==> src/hdl/caf_pkg.sv <==
// ----------------------------------------------------------------------------
// Frame assembler package
// Shared codes, byte constants and types for the frame assembler.
// ----------------------------------------------------------------------------
package caf_pkg;

   localparam logic [1:0] ACT_DATA  = 2'd0;
   localparam logic [1:0] ACT_EMPTY = 2'd1;
   localparam logic [1:0] ACT_READ  = 2'd2;

   localparam logic [7:0] HDR_FIRST  = 8'h19;
   localparam logic [7:0] HDR_SECOND = 8'h68;
   localparam logic [7:0] FILL_BYTE  = 8'hFF;

   localparam int QUEUE_DEPTH = 4;

   typedef enum logic [3:0] {
      MODE_IDLE   = 4'b0001,
      MODE_HELD   = 4'b0010,
      MODE_APPEND = 4'b0100,
      MODE_SKIP   = 4'b1000
   } caf_mode_type;

   typedef enum logic [1:0] {
      OP_NONE   = 2'd0,
      OP_WRITE  = 2'd1,
      OP_HEADER = 2'd2,
      OP_READ   = 2'd3
   } caf_op_type;

   typedef struct packed {
      logic        frame_done;
      logic [1:0]  done_buffer;
      logic [16:0] done_length;
      logic        packet_dropped;
      logic        packet_ignored;
   } caf_result_type;

endpackage

==> src/hdl/caf_queue.sv <==
// ----------------------------------------------------------------------------
// Frame assembler queue
// Small first-in first-out buffer between the front end and the back end.
// ----------------------------------------------------------------------------
module caf_queue #(
   parameter int WIDTH = 40
) (
   input  logic             clock,
   input  logic             reset,
   input  logic             push,
   input  logic [WIDTH-1:0] push_data,
   input  logic             pop,
   output logic [WIDTH-1:0] head_data,
   output logic             full,
   output logic             empty
);
   import caf_pkg::*;

   localparam int PTR_W = $clog2(QUEUE_DEPTH);
   localparam int CNT_W = $clog2(QUEUE_DEPTH + 1);

   logic [WIDTH-1:0] slot_ff [QUEUE_DEPTH];
   logic [PTR_W-1:0] wr_ptr_ff;
   logic [PTR_W-1:0] rd_ptr_ff;
   logic [CNT_W-1:0] count_ff;

   assign head_data = slot_ff[rd_ptr_ff];
   assign full      = (count_ff == CNT_W'(QUEUE_DEPTH));
   assign empty     = (count_ff == '0);

   always_ff @(posedge clock) begin
      if (push) begin
         slot_ff[wr_ptr_ff] <= push_data;
      end
   end

   always_ff @(posedge clock) begin
      if (reset) begin
         wr_ptr_ff <= '0;
         rd_ptr_ff <= '0;
         count_ff  <= '0;
      end else begin
         if (push) begin
            wr_ptr_ff <= wr_ptr_ff + 1'b1;
         end
         if (pop) begin
            rd_ptr_ff <= rd_ptr_ff + 1'b1;
         end
         if (push && !pop) begin
            count_ff <= count_ff + 1'b1;
         end else if (pop && !push) begin
            count_ff <= count_ff - 1'b1;
         end
      end
   end

endmodule

==> config.mk <==
export PLATFORM = sky130hd
export DESIGN_NAME = caf_queue
export DESIGN_NICKNAME = d
export VERILOG_FILES = /design/src/hdl/caf_pkg.sv /design/src/hdl/caf_queue.sv
export SDC_FILE = /design/constraint.sdc
export NUM_CORES = 1
export LEC_CHECK = 0
export BUFFER_PORTS_ARGS = -buffer_cell sky130_fd_sc_hd__buf_2
export CAP_MARGIN = 20
export CORE_MARGIN = 2
export CORE_UTILIZATION = 40
export DETAILED_ROUTE_END_ITERATION = 10
export PLACE_DENSITY_LB_ADDON = 0.12
export SETUP_SLACK_MARGIN = 0.1
export SLEW_MARGIN = 30
export SYNTH_ARGS = -nofsm -noshare
export SYNTH_HDL_FRONTEND = slang
export SYNTH_SLANG_ARGS = --single-unit
==> constraint.sdc <==
create_clock -name clock -period 4.8 [get_ports clock]
set_input_delay 0.72 -clock clock [delete_from_list [all_inputs] [get_ports clock]]
set_output_delay 0.72 -clock clock [all_outputs]
set_load 0.05 [all_outputs]
# ---- Word level (Yosys, flattened, before mapping)
# Memory sizes are Yosys's and may differ from the RTL's. A register that Yosys moved wholly into a read port is not among the register bits.
# Index checks and enable logic that the tools add are counted.
dict set report totals {
  ramBits 160
  word_cells 21
  input_bits 44
  latch_bits 0
  n_memories 1
  romBits 0
  regBits 7
}
dict set report classes {
  div 0
  shift 0
  bitwise_logic 0
  mux 6
  n_eq_ne 1
  order_cmp 0
  reduce_logical 6
  multipliers 0
  add_sub_neg 4
}
# memory words width read_ports rd_ports_with_merged_regs write_ports line_no
set mem_list {}
lappend mem_list {slot_ff 4 40 1 1 1 caf_queue.sv:22} ;# logic [WIDTH-1:0] slot_ff [QUEUE_DEPTH];
# op n
set ops {}
lappend ops {{$mux W3} 2}
lappend ops {{$add A2 B1 Y2 const B} 2}
lappend ops {{$mux W2} 2}
lappend ops {{$add A3 B1 Y3 const B} 1}
lappend ops {{$eq A3 B3 Y1 const B} 1}
lappend ops {{$logic_not A3 Y1} 1}
lappend ops {{$sub A3 B1 Y3 const B} 1}
lappend ops {{$logic_and A1 B1 Y1} 2}
lappend ops {{$logic_not A1 Y1} 2}
lappend ops {{$mux W1} 2}
lappend ops {{$reduce_bool A2 Y1} 1}

# ---- Depth between registers and ports, before layout
dict set report depth {
  ltp_word 4
  mapped_depth 7
  ltp_nobuf 7
}

# ---- Least setup slack after synthesis
# Ideal clock, no wire load.
dict set report synth_timing {
  kind {reg2out}
  from {register count_ff[1]}
  to {output port full}
  stages_incl_launch_ff 2
  arrival_time_ps 1502
  path_slack_ps 2578
  cell_sequence {dfxtp_1 -> nor3b_1}
}
dict set report synth_between {
  elab_chain_len 1
}
# item line_no
set synth_rtl {}
lappend synth_rtl {{start: declaration} caf_queue.sv:25} ;# logic [CNT_W-1:0] count_ff;
lappend synth_rtl {{start signal: assignment} caf_queue.sv:50} ;# count_ff <= count_ff + 1'b1;
lappend synth_rtl {{start signal: assignment} caf_queue.sv:52} ;# count_ff <= count_ff - 1'b1;
lappend synth_rtl {{$eq A3 B3 Y1} caf_queue.sv:28} ;# assign full = (count_ff == CNT_W'(QUEUE_DEPTH));
lappend synth_rtl {{end: declaration} caf_queue.sv:14} ;# output logic full,
# Every way passes these cells.

==> results.json <==
{
  "status": "finished, final reports clean",
  "power_frac_comb": 0.134,
  "cp.arrival_ns": 2.19,
  "synthXorXnorAreaFrac": 0.007011,
  "dieArea_mm2": 0.01663,
  "grt_pass1_wl_um": 17110,
  "rr_startpoint": "wr_ptr_ff[0]",
  "clkPwrFrac": 0.358,
  "dp_slack_ns": 2.241,
  "min_period_ns": 2.910,
  "hold_buffers": 0,
  "worstMarginPinSlew_ns": 0.8540,
  "cp-end-kind": "primary output",
  "synth_edf_count": 160,
  "intPower_uw": 2536,
  "synth-seq-cells": 169,
  "post_dp_cell_area_mm2": 0.006868,
  "yosysSeqAreaShare": 0.7981,
  "power.density_mw_per_mm2": 461.8,
  "wl_per_cell_um": 19.01,
  "yosysMostFrequentCell": "edfxtp_1",
  "timing.hold.ws_ns": 0.5151,
  "fmaxAchievable_mhz": 343.7,
  "antenna_left": 0,
  "min_path_type": "primary input to flop",
  "postSynthNetCount": 303,
  "cts_resized": 0,
  "cts_max_level": 4,
  "cts_setup_buffers": 0,
  "nNetsFinal": 402,
  "io_pins": 86,
  "grt_remaining_overflow": 0,
  "regToRegSetupSlack_ns": 2.94,
  "synth_top_family_by_area": "multiplexers",
  "first_pass_iters": 4,
  "gp_congestion": 0.6254,
  "fin_tns_setup_ns": 0,
  "synth-compound-area-share": 0.001603,
  "synthTopCellsByCount": "edfxtp_1, mux4_2, dfxtp_1",
  "netlist.area_leader.share": 0.7692,
  "port_buffers": 85,
  "min_to": "slot_ff[0][21]",
  "max_slew_margin": 0.4307,
  "crit_required_ns": 4.08,
  "core_mm2": 0.01526,
  "netSwitchingFraction": 0.2583,
  "clock_skew_ns": 0.005995,
  "syn_area_mm2": 0.006246,
  "vias": 2783,
  "yosysWarnings": 0,
  "setup_ws_ns": 1.890,
  "synthSimpleGateAreaFrac": 0.01182,
  "r2r-end": "slot_ff[3][28]",
  "crit_path_max_fanout": 40,
  "wl_um": 10950,
  "drt_iter0_markers": 162,
  "leakage_uw": 0.002502,
  "rsz0062_at_grt": "false",
  "whs_path_depth": 1,
  "cts_tree": "built",
  "initial_core_util": 0.4093,
  "fin_crit_sh": 0.6062,
  "grt_max_degree": 41,
  "numCtsBuffers": 17,
  "antenna_found_initial": 1,
  "synth.distinct_cells": 21,
  "path_clk_slew_ns": 0.06,
  "synthAdderAreaFrac": 0.01322,
  "crit_type": "flop to primary output",
  "grt_pass1_vias": 3036,
  "clk_root_buffer_cell": "clkbuf_16",
  "clock_latency_ns": 0.42,
  "synthToLayoutAreaGrowth_pct": 18.53,
  "die_h_um": 129.0,
  "setup_viol": 0,
  "stdcell_area_mm2": 0.007403,
  "drv_cap": 0,
  "die_width_um": 129.0,
  "drcViolationCount": 0,
  "synth_area_per_cell_um2": 24.69,
  "synth_area_leaders": "edfxtp_1, mux4_2, dfxtp_1, buf_12, ha_1",
  "r2r_cells": 3,
  "seqPwrFrac": 0.508,
  "dp_hpwl_um": 6531,
  "grt_usage": 0.1446,
  "drive_gt1_frac": 0.4438,
  "clock_path_buffers": 2,
  "synth_ff_type": "edfxtp_1",
  "async_flop_share": 0,
  "num_rows": 45,
  "viasPerCell": 4.832,
  "cts_sinks": 169,
  "peakVddDrop_v": 0.0002476,
  "syn_inst": 253,
  "n_antenna_cell": 0,
  "worstHoldStart": "push_data[21]",
  "synth_top_cell_by_area": "edfxtp_1",
  "hold_viol": 0,
  "p_sw_uw": 883.0,
  "slew_viol_final": 0,
  "synth_mux_area_frac": 0.1474,
  "start_kind": "flop"
}
metal layers:
layer	global-route usage	wire length (um)
met1	0.1905	4942
met2	0.2250	5317
met3	0.04324	482
met4	0.06330	193
met5	0	13
how the worst max path moves through the flow:
stage	end	startpoint	cells past startpoint	slack, ns
5_1_grt	head_data[10]	flop	2	1.72
4_1_cts	head_data[10]	flop	2	1.78
3_3_place_gp	head_data[10]	flop	2	2.24
2_1_floorplan	full	count_ff[1]	1	2.58
6_report	head_data[26]	flop	2	1.89
3_5_place_dp	head_data[10]	flop	2	2.24
cells by family after synthesis:
| kind of cell | count (synthesis) |
|---|---|
| AOI/OAI and AO/OA | 2 |
| xor gates and xnor gates | 5 |
| muxes | 42 |
| DFF | 169 |
| adders and majority gates | 6 |
| buffers and inverters | 14 |
| and+or+nand+nor | 15 |
power by group through the flow:
stage                     Combinational, uW  Clock (uW)  Sequential (uW)
after floorplan                         383           0             1740
final                                   457        1230             1740
after global placement                  461           0             1770
after CTS                               465        1260             1740
after detailed placement                465           0             1770
after global routing                    486        1320             1750
registers in the layout (all words and copies together), names as in the netlist, named ones only:
| signal | cells |
|---|---|
| slot_ff | 160 |
| wr_ptr_ff | 2 |
| rd_ptr_ff | 2 |
| count_ff | 3 |
cells in the final DEF (no fill, tap or decap), drive strengths merged, types with 2 or more instances in the layout:
cell type    n
and2         4
buf         90
clkbuf      17
clkinv       9
clkinvlp     4
dfxtp        9
edfxtp     160
ha           5
inv          5
mux2i        2
mux4        40
nor2         7
xnor2        2
xor2         3
metrics by stage:
stage	std cells	power, uW	utilization
after floorplan	253	2122	-
after global placement	544	2230	0.4501
after detailed placement	544	2237	0.4501
after CTS	576	3465	0.4852
after global routing	576	3556	0.4852
final	576	3419	0.4852
worst max-delay path, cell delays in order (launching register included):
cell and delay, ns:
dfxtp_4 0.92, mux4_2 0.62, buf_2 0.23
cell type report:
| cell class | count | area, um^2 |
|---|---|---|
| fillers | 1286 | 7855 |
| flip-flops and latches | 169 | 4990 |
| multi-input cells | 70 | 1136 |
| repair buffers | 90 | 462.9 |
| clock buffers | 17 | 425.4 |
| well taps | 211 | 264.0 |
| clock inverters | 15 | 110.1 |
| inverters | 4 | 15.01 |
Power figures use the tool's default switching activity.
