<file path="src/hdl/caf_pkg.sv">
// ----------------------------------------------------------------------------
// Frame assembler package
// Shared codes, byte constants and types for the frame assembler.
// ----------------------------------------------------------------------------
package caf_pkg;

   localparam logic [1:0] ACT_DATA  = 2'd0;
   localparam logic [1:0] ACT_EMPTY = 2'd1;
   localparam logic [1:0] ACT_READ  = 2'd2;

   localparam logic [7:0] HDR_FIRST  = 8'h19;
   localparam logic [7:0] HDR_SECOND = 8'h68;
   localparam logic [7:0] FILL_BYTE  = 8'hFF;

   localparam int QUEUE_DEPTH = 4;

   typedef enum logic [3:0] {
      MODE_IDLE   = 4'b0001,
      MODE_HELD   = 4'b0010,
      MODE_APPEND = 4'b0100,
      MODE_SKIP   = 4'b1000
   } caf_mode_type;

   typedef enum logic [1:0] {
      OP_NONE   = 2'd0,
      OP_WRITE  = 2'd1,
      OP_HEADER = 2'd2,
      OP_READ   = 2'd3
   } caf_op_type;

   typedef struct packed {
      logic        frame_done;
      logic [1:0]  done_buffer;
      logic [16:0] done_length;
      logic        packet_dropped;
      logic        packet_ignored;
   } caf_result_type;

endpackage

</file>
<file path="src/hdl/caf_front.sv">
// ----------------------------------------------------------------------------
// Frame assembler front end
// Holds the packet and frame state, classifies each word and issues at most one
// memory operation together with its status fields.
// ----------------------------------------------------------------------------
module caf_front #(
   parameter int FRAME_BYTES = 65536,
   parameter int NUM_BUFFERS = 3,
   localparam int BUF_W = $clog2(NUM_BUFFERS),
   localparam int OFF_W = $clog2(FRAME_BYTES)
) (
   input  logic                    clock,
   input  logic                    reset,
   input  logic                    csr_wr_en,
   input  logic                    csr_wr_data,
   input  logic                    accept,
   input  logic [1:0]              action,
   input  logic [7:0]              data_byte,
   input  logic                    first_of_packet,
   input  logic [9:0]              packet_len,
   input  logic [1:0]              read_buffer,
   input  logic [15:0]             read_address,
   output caf_pkg::caf_result_type ent_res,
   output caf_pkg::caf_op_type     ent_op,
   output logic [BUF_W-1:0]        ent_buf,
   output logic [OFF_W-1:0]        ent_off,
   output logic [7:0]              ent_data
);
   import caf_pkg::*;

   localparam int LEN_W = $clog2(FRAME_BYTES + 1);
   localparam int SUM_W = ((LEN_W > 10) ? LEN_W : 10) + 1;

   logic               enable_ff;
   caf_mode_type       mode_ff, mode_in;
   logic [LEN_W-1:0]   fill_ff, fill_in;
   logic [2:0]         trail_ff, trail_in;
   logic [BUF_W-1:0]   wr_idx_ff, wr_idx_in;
   logic [7:0]         held_ff, held_in;
   logic               put;
   logic [SUM_W-1:0]   sum;

   always_comb begin
      mode_in   = mode_ff;
      fill_in   = fill_ff;
      trail_in  = trail_ff;
      wr_idx_in = wr_idx_ff;
      held_in   = held_ff;
      ent_res   = '0;
      ent_op    = OP_NONE;
      ent_buf   = wr_idx_ff;
      ent_off   = fill_ff[OFF_W-1:0];
      ent_data  = data_byte;
      put       = 1'b0;
      sum       = SUM_W'(fill_ff) + SUM_W'(packet_len);

      if (action == ACT_READ) begin
         ent_buf = BUF_W'(read_buffer);
         ent_off = OFF_W'(read_address);
         if ((32'(read_buffer) < NUM_BUFFERS) && (32'(read_address) < FRAME_BYTES)) begin
            ent_op = OP_READ;
         end
      end else if ((action == ACT_DATA) && enable_ff) begin
         if (first_of_packet) begin
            ent_res.packet_ignored = (mode_ff == MODE_HELD);
            if (sum > SUM_W'(FRAME_BYTES)) begin
               ent_res.packet_dropped = 1'b1;
               mode_in = MODE_SKIP;
            end else if (fill_ff != '0) begin
               mode_in = MODE_APPEND;
               put     = 1'b1;
            end else if (packet_len < 10'd2) begin
               ent_res.packet_ignored = 1'b1;
               mode_in = MODE_SKIP;
            end else begin
               held_in = data_byte;
               mode_in = MODE_HELD;
            end
         end else begin
            unique case (mode_ff) inside
               MODE_HELD: begin
                  if ((held_ff == HDR_FIRST) && (data_byte == HDR_SECOND)) begin
                     ent_op   = OP_HEADER;
                     fill_in  = fill_ff + LEN_W'(2);
                     trail_in = 3'd0;
                     mode_in  = MODE_APPEND;
                  end else begin
                     ent_res.packet_ignored = 1'b1;
                     mode_in = MODE_SKIP;
                  end
               end
               MODE_APPEND: begin
                  put = 1'b1;
               end
               MODE_IDLE, MODE_SKIP: begin
               end
               default: begin
               end
            endcase
         end
      end else if ((action == ACT_EMPTY) && enable_ff) begin
         ent_res.packet_ignored = (mode_ff == MODE_HELD);
         mode_in = MODE_IDLE;
         if ((fill_ff > LEN_W'(4)) && (trail_ff >= 3'd4)) begin
            ent_res.frame_done  = 1'b1;
            ent_res.done_buffer = 2'(wr_idx_ff);
            ent_res.done_length = 17'(fill_ff);
            wr_idx_in = (wr_idx_ff == BUF_W'(NUM_BUFFERS - 1)) ? '0 : wr_idx_ff + 1'b1;
            fill_in   = '0;
            trail_in  = 3'd0;
         end
      end

      if (put && (fill_ff < LEN_W'(FRAME_BYTES))) begin
         ent_op  = OP_WRITE;
         fill_in = fill_ff + 1'b1;
         if (data_byte == FILL_BYTE) begin
            trail_in = (trail_ff < 3'd4) ? trail_ff + 3'd1 : trail_ff;
         end else begin
            trail_in = 3'd0;
         end
      end
   end

   always_ff @(posedge clock) begin
      if (reset) begin
         enable_ff <= 1'b0;
         mode_ff   <= MODE_IDLE;
         fill_ff   <= '0;
         trail_ff  <= 3'd0;
         wr_idx_ff <= BUF_W'(1);
         held_ff   <= 8'd0;
      end else begin
         if (csr_wr_en) begin
            enable_ff <= csr_wr_data;
         end
         if (accept) begin
            mode_ff   <= mode_in;
            fill_ff   <= fill_in;
            trail_ff  <= trail_in;
            wr_idx_ff <= wr_idx_in;
            held_ff   <= held_in;
         end
      end
   end

endmodule

</file>
<file path="config.mk">
export PLATFORM = sky130hd
export DESIGN_NAME = caf_front
export DESIGN_NICKNAME = d
export VERILOG_FILES = /design/src/hdl/caf_pkg.sv /design/src/hdl/caf_front.sv
export SDC_FILE = /design/constraint.sdc
export NUM_CORES = 1
export LEC_CHECK = 0
export ABC_CLOCK_PERIOD_IN_PS = 4000
export BUFFER_PORTS_ARGS = -buffer_cell sky130_fd_sc_hd__buf_2
export CORE_MARGIN = 3
export CORE_UTILIZATION = 40
export CTS_BUF_LIST = sky130_fd_sc_hd__clkbuf_8
export CTS_CLUSTER_DIAMETER = 40
export CTS_CLUSTER_SIZE = 12
export DETAILED_ROUTE_END_ITERATION = 7
export PLACE_DENSITY = 0.72
export RECOVER_POWER = 25
export SLEW_MARGIN = 30
export SYNTH_ARGS = -nofsm -noshare
export SYNTH_HDL_FRONTEND = slang
export SYNTH_SLANG_ARGS = --single-unit
</file>
<file path="constraint.sdc">
create_clock -name clock -period 4 [get_ports clock]
set_input_delay 0.8 -clock clock [delete_from_list [all_inputs] [get_ports clock]]
set_output_delay 0.8 -clock clock [all_outputs]
set_load 0.01 [all_outputs]
</file>
Yosys cells after proc, flatten, opt, wreduce, memory -nomap -nowiden
Cells that the tools add are included.
- bits in registers: 35
- input port bits: 44
- output and inout bits: 50
- word-level logic and storage cells: 109
- bitwise operators: 5
- mux-type cells: 57
- add/subtract/negate cells: 5
- equality and inequality tests: 14
- $lt $le $gt $ge: 7
- reduce and logical (&&, ||, !) cells: 15
- operators with widths (cell ; number):
    17-bit two-way mux ; 8
    20-bit two-way mux ; 3
    4-bit two-way mux ; 8
    3-bit two-way mux ; 10
    22-bit two-way mux ; 1
    17-bit by 10-bit adder with 18-bit output ; 1
    18-bit by 17-bit greater-than comparator with 1-bit output (second input constant) ; 1
    2-bit two-way mux ; 9
    17-bit by 1-bit adder with 17-bit output (second input constant) ; 1
    17-bit by 2-bit adder with 17-bit output (second input constant) ; 1
    17-bit by 3-bit greater-than comparator with 1-bit output (second input constant) ; 1
    17-bit < comparator (second input constant) ; 1
    1-bit two-way mux ; 17
    17-bit nonzero test ; 1
    16-bit two-way mux ; 1
    7-bit AND reduction ; 2
    10-bit by 2-bit < comparator with 1-bit output (second input constant) ; 1
    3-bit by 2-bit inequality test with 1-bit output (second input constant) ; 3
    8-bit by 5-bit == test with 1-bit output (second input constant) ; 1
    8-bit by 7-bit == test with 1-bit output (second input constant) ; 1
    8-bit == test (second input constant) ; 1
    8-bit AND reduction ; 1
    3-bit by 1-bit inequality test with 1-bit output (second input constant) ; 2
    3-bit nonzero test ; 2
    16 further kinds ; 25

Depth between registers and ports, before layout
- word-level depth: 9
- mapped depth: 14
- depth with buffers taken out: 13

Worst setup path before layout
OpenSTA, ideal clock, no wires.
- path type: input port to output port
- start: input port packet_len[0]
- end: output port ent_op[0]
- path buffers: 1
- arrival time: 3.314 ns
- setup slack: -0.114 ns
- required time: 3.200 ns
- stages on the path: 12
- cells stage by stage: ha_1 -> inv_1 -> fa_1 -> xor2_1 -> o311ai_0 -> or4_1 -> nor2_1 -> nand4b_1 -> or4_4 -> and2_4 -> buf_2 -> nand2_1
- cells in the longest elaborated chain, start to end: 8
- RTL lines (element ; line ; source):
    from (decl) ; caf_front.sv:20 ; input logic [9:0] packet_len,
    17-bit by 10-bit adder with 18-bit output ; caf_front.sv:55 ; sum = SUM_W'(fill_ff) + SUM_W'(packet_len);
    18-bit by 17-bit greater-than comparator with 1-bit output ; caf_front.sv:66 ; if (sum > SUM_W'(FRAME_BYTES)) begin
    1-bit two-way mux ; caf_front.sv:66 ;
    1-bit two-way mux ; caf_front.sv:64 ; if (first_of_packet) begin
    1-bit two-way mux ; caf_front.sv:63 ; end else if ((action == ACT_DATA) && enable_ff) begin
    1-bit two-way mux ; caf_front.sv:57 ; if (action == ACT_READ) begin
    1-bit logical AND ; caf_front.sv:114 ; if (put && (fill_ff < LEN_W'(FRAME_BYTES))) begin
    2-bit two-way mux ; caf_front.sv:114 ;
    to (decl) ; caf_front.sv:24 ; output caf_pkg::caf_op_type ent_op,
No other way between the ends.

Worst setup path in the final report
Ends and elaborated chain as after synthesis.

==> flow_summary.toml <==
[run_status]
status = "finished with violations"
failed_checks = "max-capacitance violations, max-slew violations, negative setup slack"

[timing]
worst_pin_slew_ps = 1800
layout_setup_ws_ps = -93.3
slew_headroom = -0.202
setup_viol = 2
rsz0062_at_grt = "yes"
finalHoldViolations = 0
max_freq_mhz = 244
fin_worst_skew_ps = 6.39
finalCritPeriodShare = 1.02
fin_crit_ps = 4090
slew_violations = 41

[detailed_routing]
post_drt_wl_per_cell_um = 16.8
ant_nets = 0
vias = 4053
viasPerCell = 5.90
dr.pass1.iters = 7
drt_wl_total_um = 11600
drc = 0
initialDrtViolationCount = 317

[critical_path]
required_ps = 3200
cp-start-kind = "primary input"
critPathCaptureType = "output pin"
crit_path_cell_trace = "buf_6, ha_4, inv_2, fa_2, buf_6, xor2_2, o311ai_1, or4_1, nor2_1, nand4b_1, or4_4, and2_4, nand2_2, buf_6"
arrival_ps = 3290
slowest_stage = "or4_1"
cp_max_fo = 2
crit_top_cell = "buf_6"
crit_type = "in2out"
slowest_delay_ps = 530

[logic_synthesis]
avgSynthCellArea_um2 = 7.35
yosysTopAreaCell = "dfxtp_1"
synthTopCellsByArea = "dfxtp_1 (20%), mux2_2 (5.2%), nor2_1 (5.1%)"
synth_most_common_cell = "nor2_1"
synth_nets = 534
syn_inst = 475
ys_ff_latch = 35
yosys_warnings = 0
ys_types = 71
synth_edf_count = 0
async_reset_ff_frac = 0
syn-cell-area_mm2 = 0.00349
synth_top_cells_by_count = "nor2_1 (47), nand2_1 (43), dfxtp_1 (35)"
ys.flop_type = "dfxtp_1"
yosys.area.top_type_share = 0.201
ys_seq_area_frac = 0.201

[die]
row_count = 33
dieArea_mm2 = 0.00988
fp.dieW_um = 99.4
die_h_um = 99.4
core_area_mm2 = 0.00834
start_util = 0.418
io_pins = 94

[cts]
cts_buffers = 5
clkTransAtPathRegs_ps = 80
clk_latency_ps = 300
cts-root-buf = "clkbuf_8"
htree_levels = 2
cts.sinks = 35
cts_buffer_depth = 2
cts_tree = "yes"

[global_routing]
antenna_found_initial = 0
grt_usage = 0.231
overflow = 0
grt_pass1_vias = 3758
grt_pass1_wl_um = 18600
grt_max_degree = 41

[worst_hold_path]
hp-class = "reg2reg"

[pwr]
leakagePower_nw = 1.86
power_density_mw_per_mm2 = 173
ir_drop_uv = 114

[placement]
dp_hpwl_um = 8980
dp_cells = 675
routabilityCongestion = 0.910
io_buffer_count = 93

[final_layout]
layout.area.seq_um2 = 701
antenna_cells = 0
final_nets = 640
area_delta_synth_final_pct = 26.0
final_cells = 687
fin_util = 0.527
drive_gt1_frac = 0.297
multi_input_area_mm2 = 0.00262
n_fill_cell = 842

[run]
drv_cap = 1
repair_timing:
action / 4_1_cts / 5_1_grt
endpoints found under the setup margin: 2 / 8
buffers inserted: 4 / 0
hold buffers: 0 / 0
pin swaps: 5 / 6
gates resized for setup: 11 / 5
cell type report:
class	instances	area share
clock buffer	6	0.0188
clock inverter	2	0.00370
inverter	14	0.0120
multi-input combinational	387	0.595
sequential	35	0.159
tap	105	0.0299
timing repair buffer	138	0.182
critical path: cells and delay by family:
family	cells	cell delay [ps]
xor gates and xnor gates	1	120
and+or+nand+nor	6	1440
buffers and inverters	4	350
AOI/OAI and AO/OA	1	110
adders and majority gates	2	480
power breakdown:
part           internal, mW  total, mW  switching, mW
Combinational        0.0557      0.123         0.0670
Clock                 0.141      0.290          0.149
Sequential            0.349      0.350       0.000848
flip-flops by register name, summed over array words and instances (netlist names):
register / flops
fill_ff: 17
held_ff: 8
mode_ff: 4
trail_ff: 3
wr_idx_ff: 2
enable_ff: 1
stage by stage:
stage                     cell area (um^2)  hold slack (ps)  total power [mW]  worst slack, ps  TNS [ps]
final                                 4400              488             0.762            -93.3      -163
after global routing                  4400              512             0.790             -165      -312
after CTS                             4390              491             0.765             -114      -190
after detailed placement              4210              479             0.477             -189     -1150
after global placement                4210              463             0.474             -123      -611
after floorplan                       3490              444             0.426             2.80         0
routing by layer:
metal | vias to the layer above | part of all wire | track usage
met2 | 158 | 0.48 | 0.389
li1 | 1951 | - | -
met3 | 23 | 0.072 | 0.0400
met4 | 0 | 0.031 | 0.0798
met5 | - | 0 | 0
met1 | 1921 | 0.41 | 0.296
logic make-up (layout without fill, tap and decap cells):
group                    Yosys count  count (layout)  synth area share
AND/OR/NAND/NOR                  225             225             0.341
AO/OA/AOI/OAI                    113             113             0.231
buffers and inverters             53             160            0.0696
flip-flops                        35              35             0.201
multiplexers                      28              28            0.0861
adder cells (fa/ha/maj)           15              15            0.0559
XOR/XNOR                           6               6            0.0151
layout by cell type, fill, tap and decap left out, drive strengths merged, types with 12 or more instances in the layout:
cell	instances
nor3	22
a21oi	19
ha	14
nor2	47
clkbuf	21
mux2i	12
nand2	43
dfxtp	35
mux2	16
and2	19
nand2b	18
o21ai	24
buf	123
a31oi	13
inv	14
nand3	20
worst paths after layout:
check / start / to / slack (ps) / cells past startpoint
setup reg to reg: fill_ff[0] / trail_ff[1] / 240 / 15
hold reg to reg: mode_ff[1] / mode_ff[1] / 490 / 2
setup / recovery: packet_len[0] / ent_op[0] / -90 / 14
hold / removal: mode_ff[1] / mode_ff[1] / 490 / 2
No activity file was read; power rests on OpenSTA's default activity.
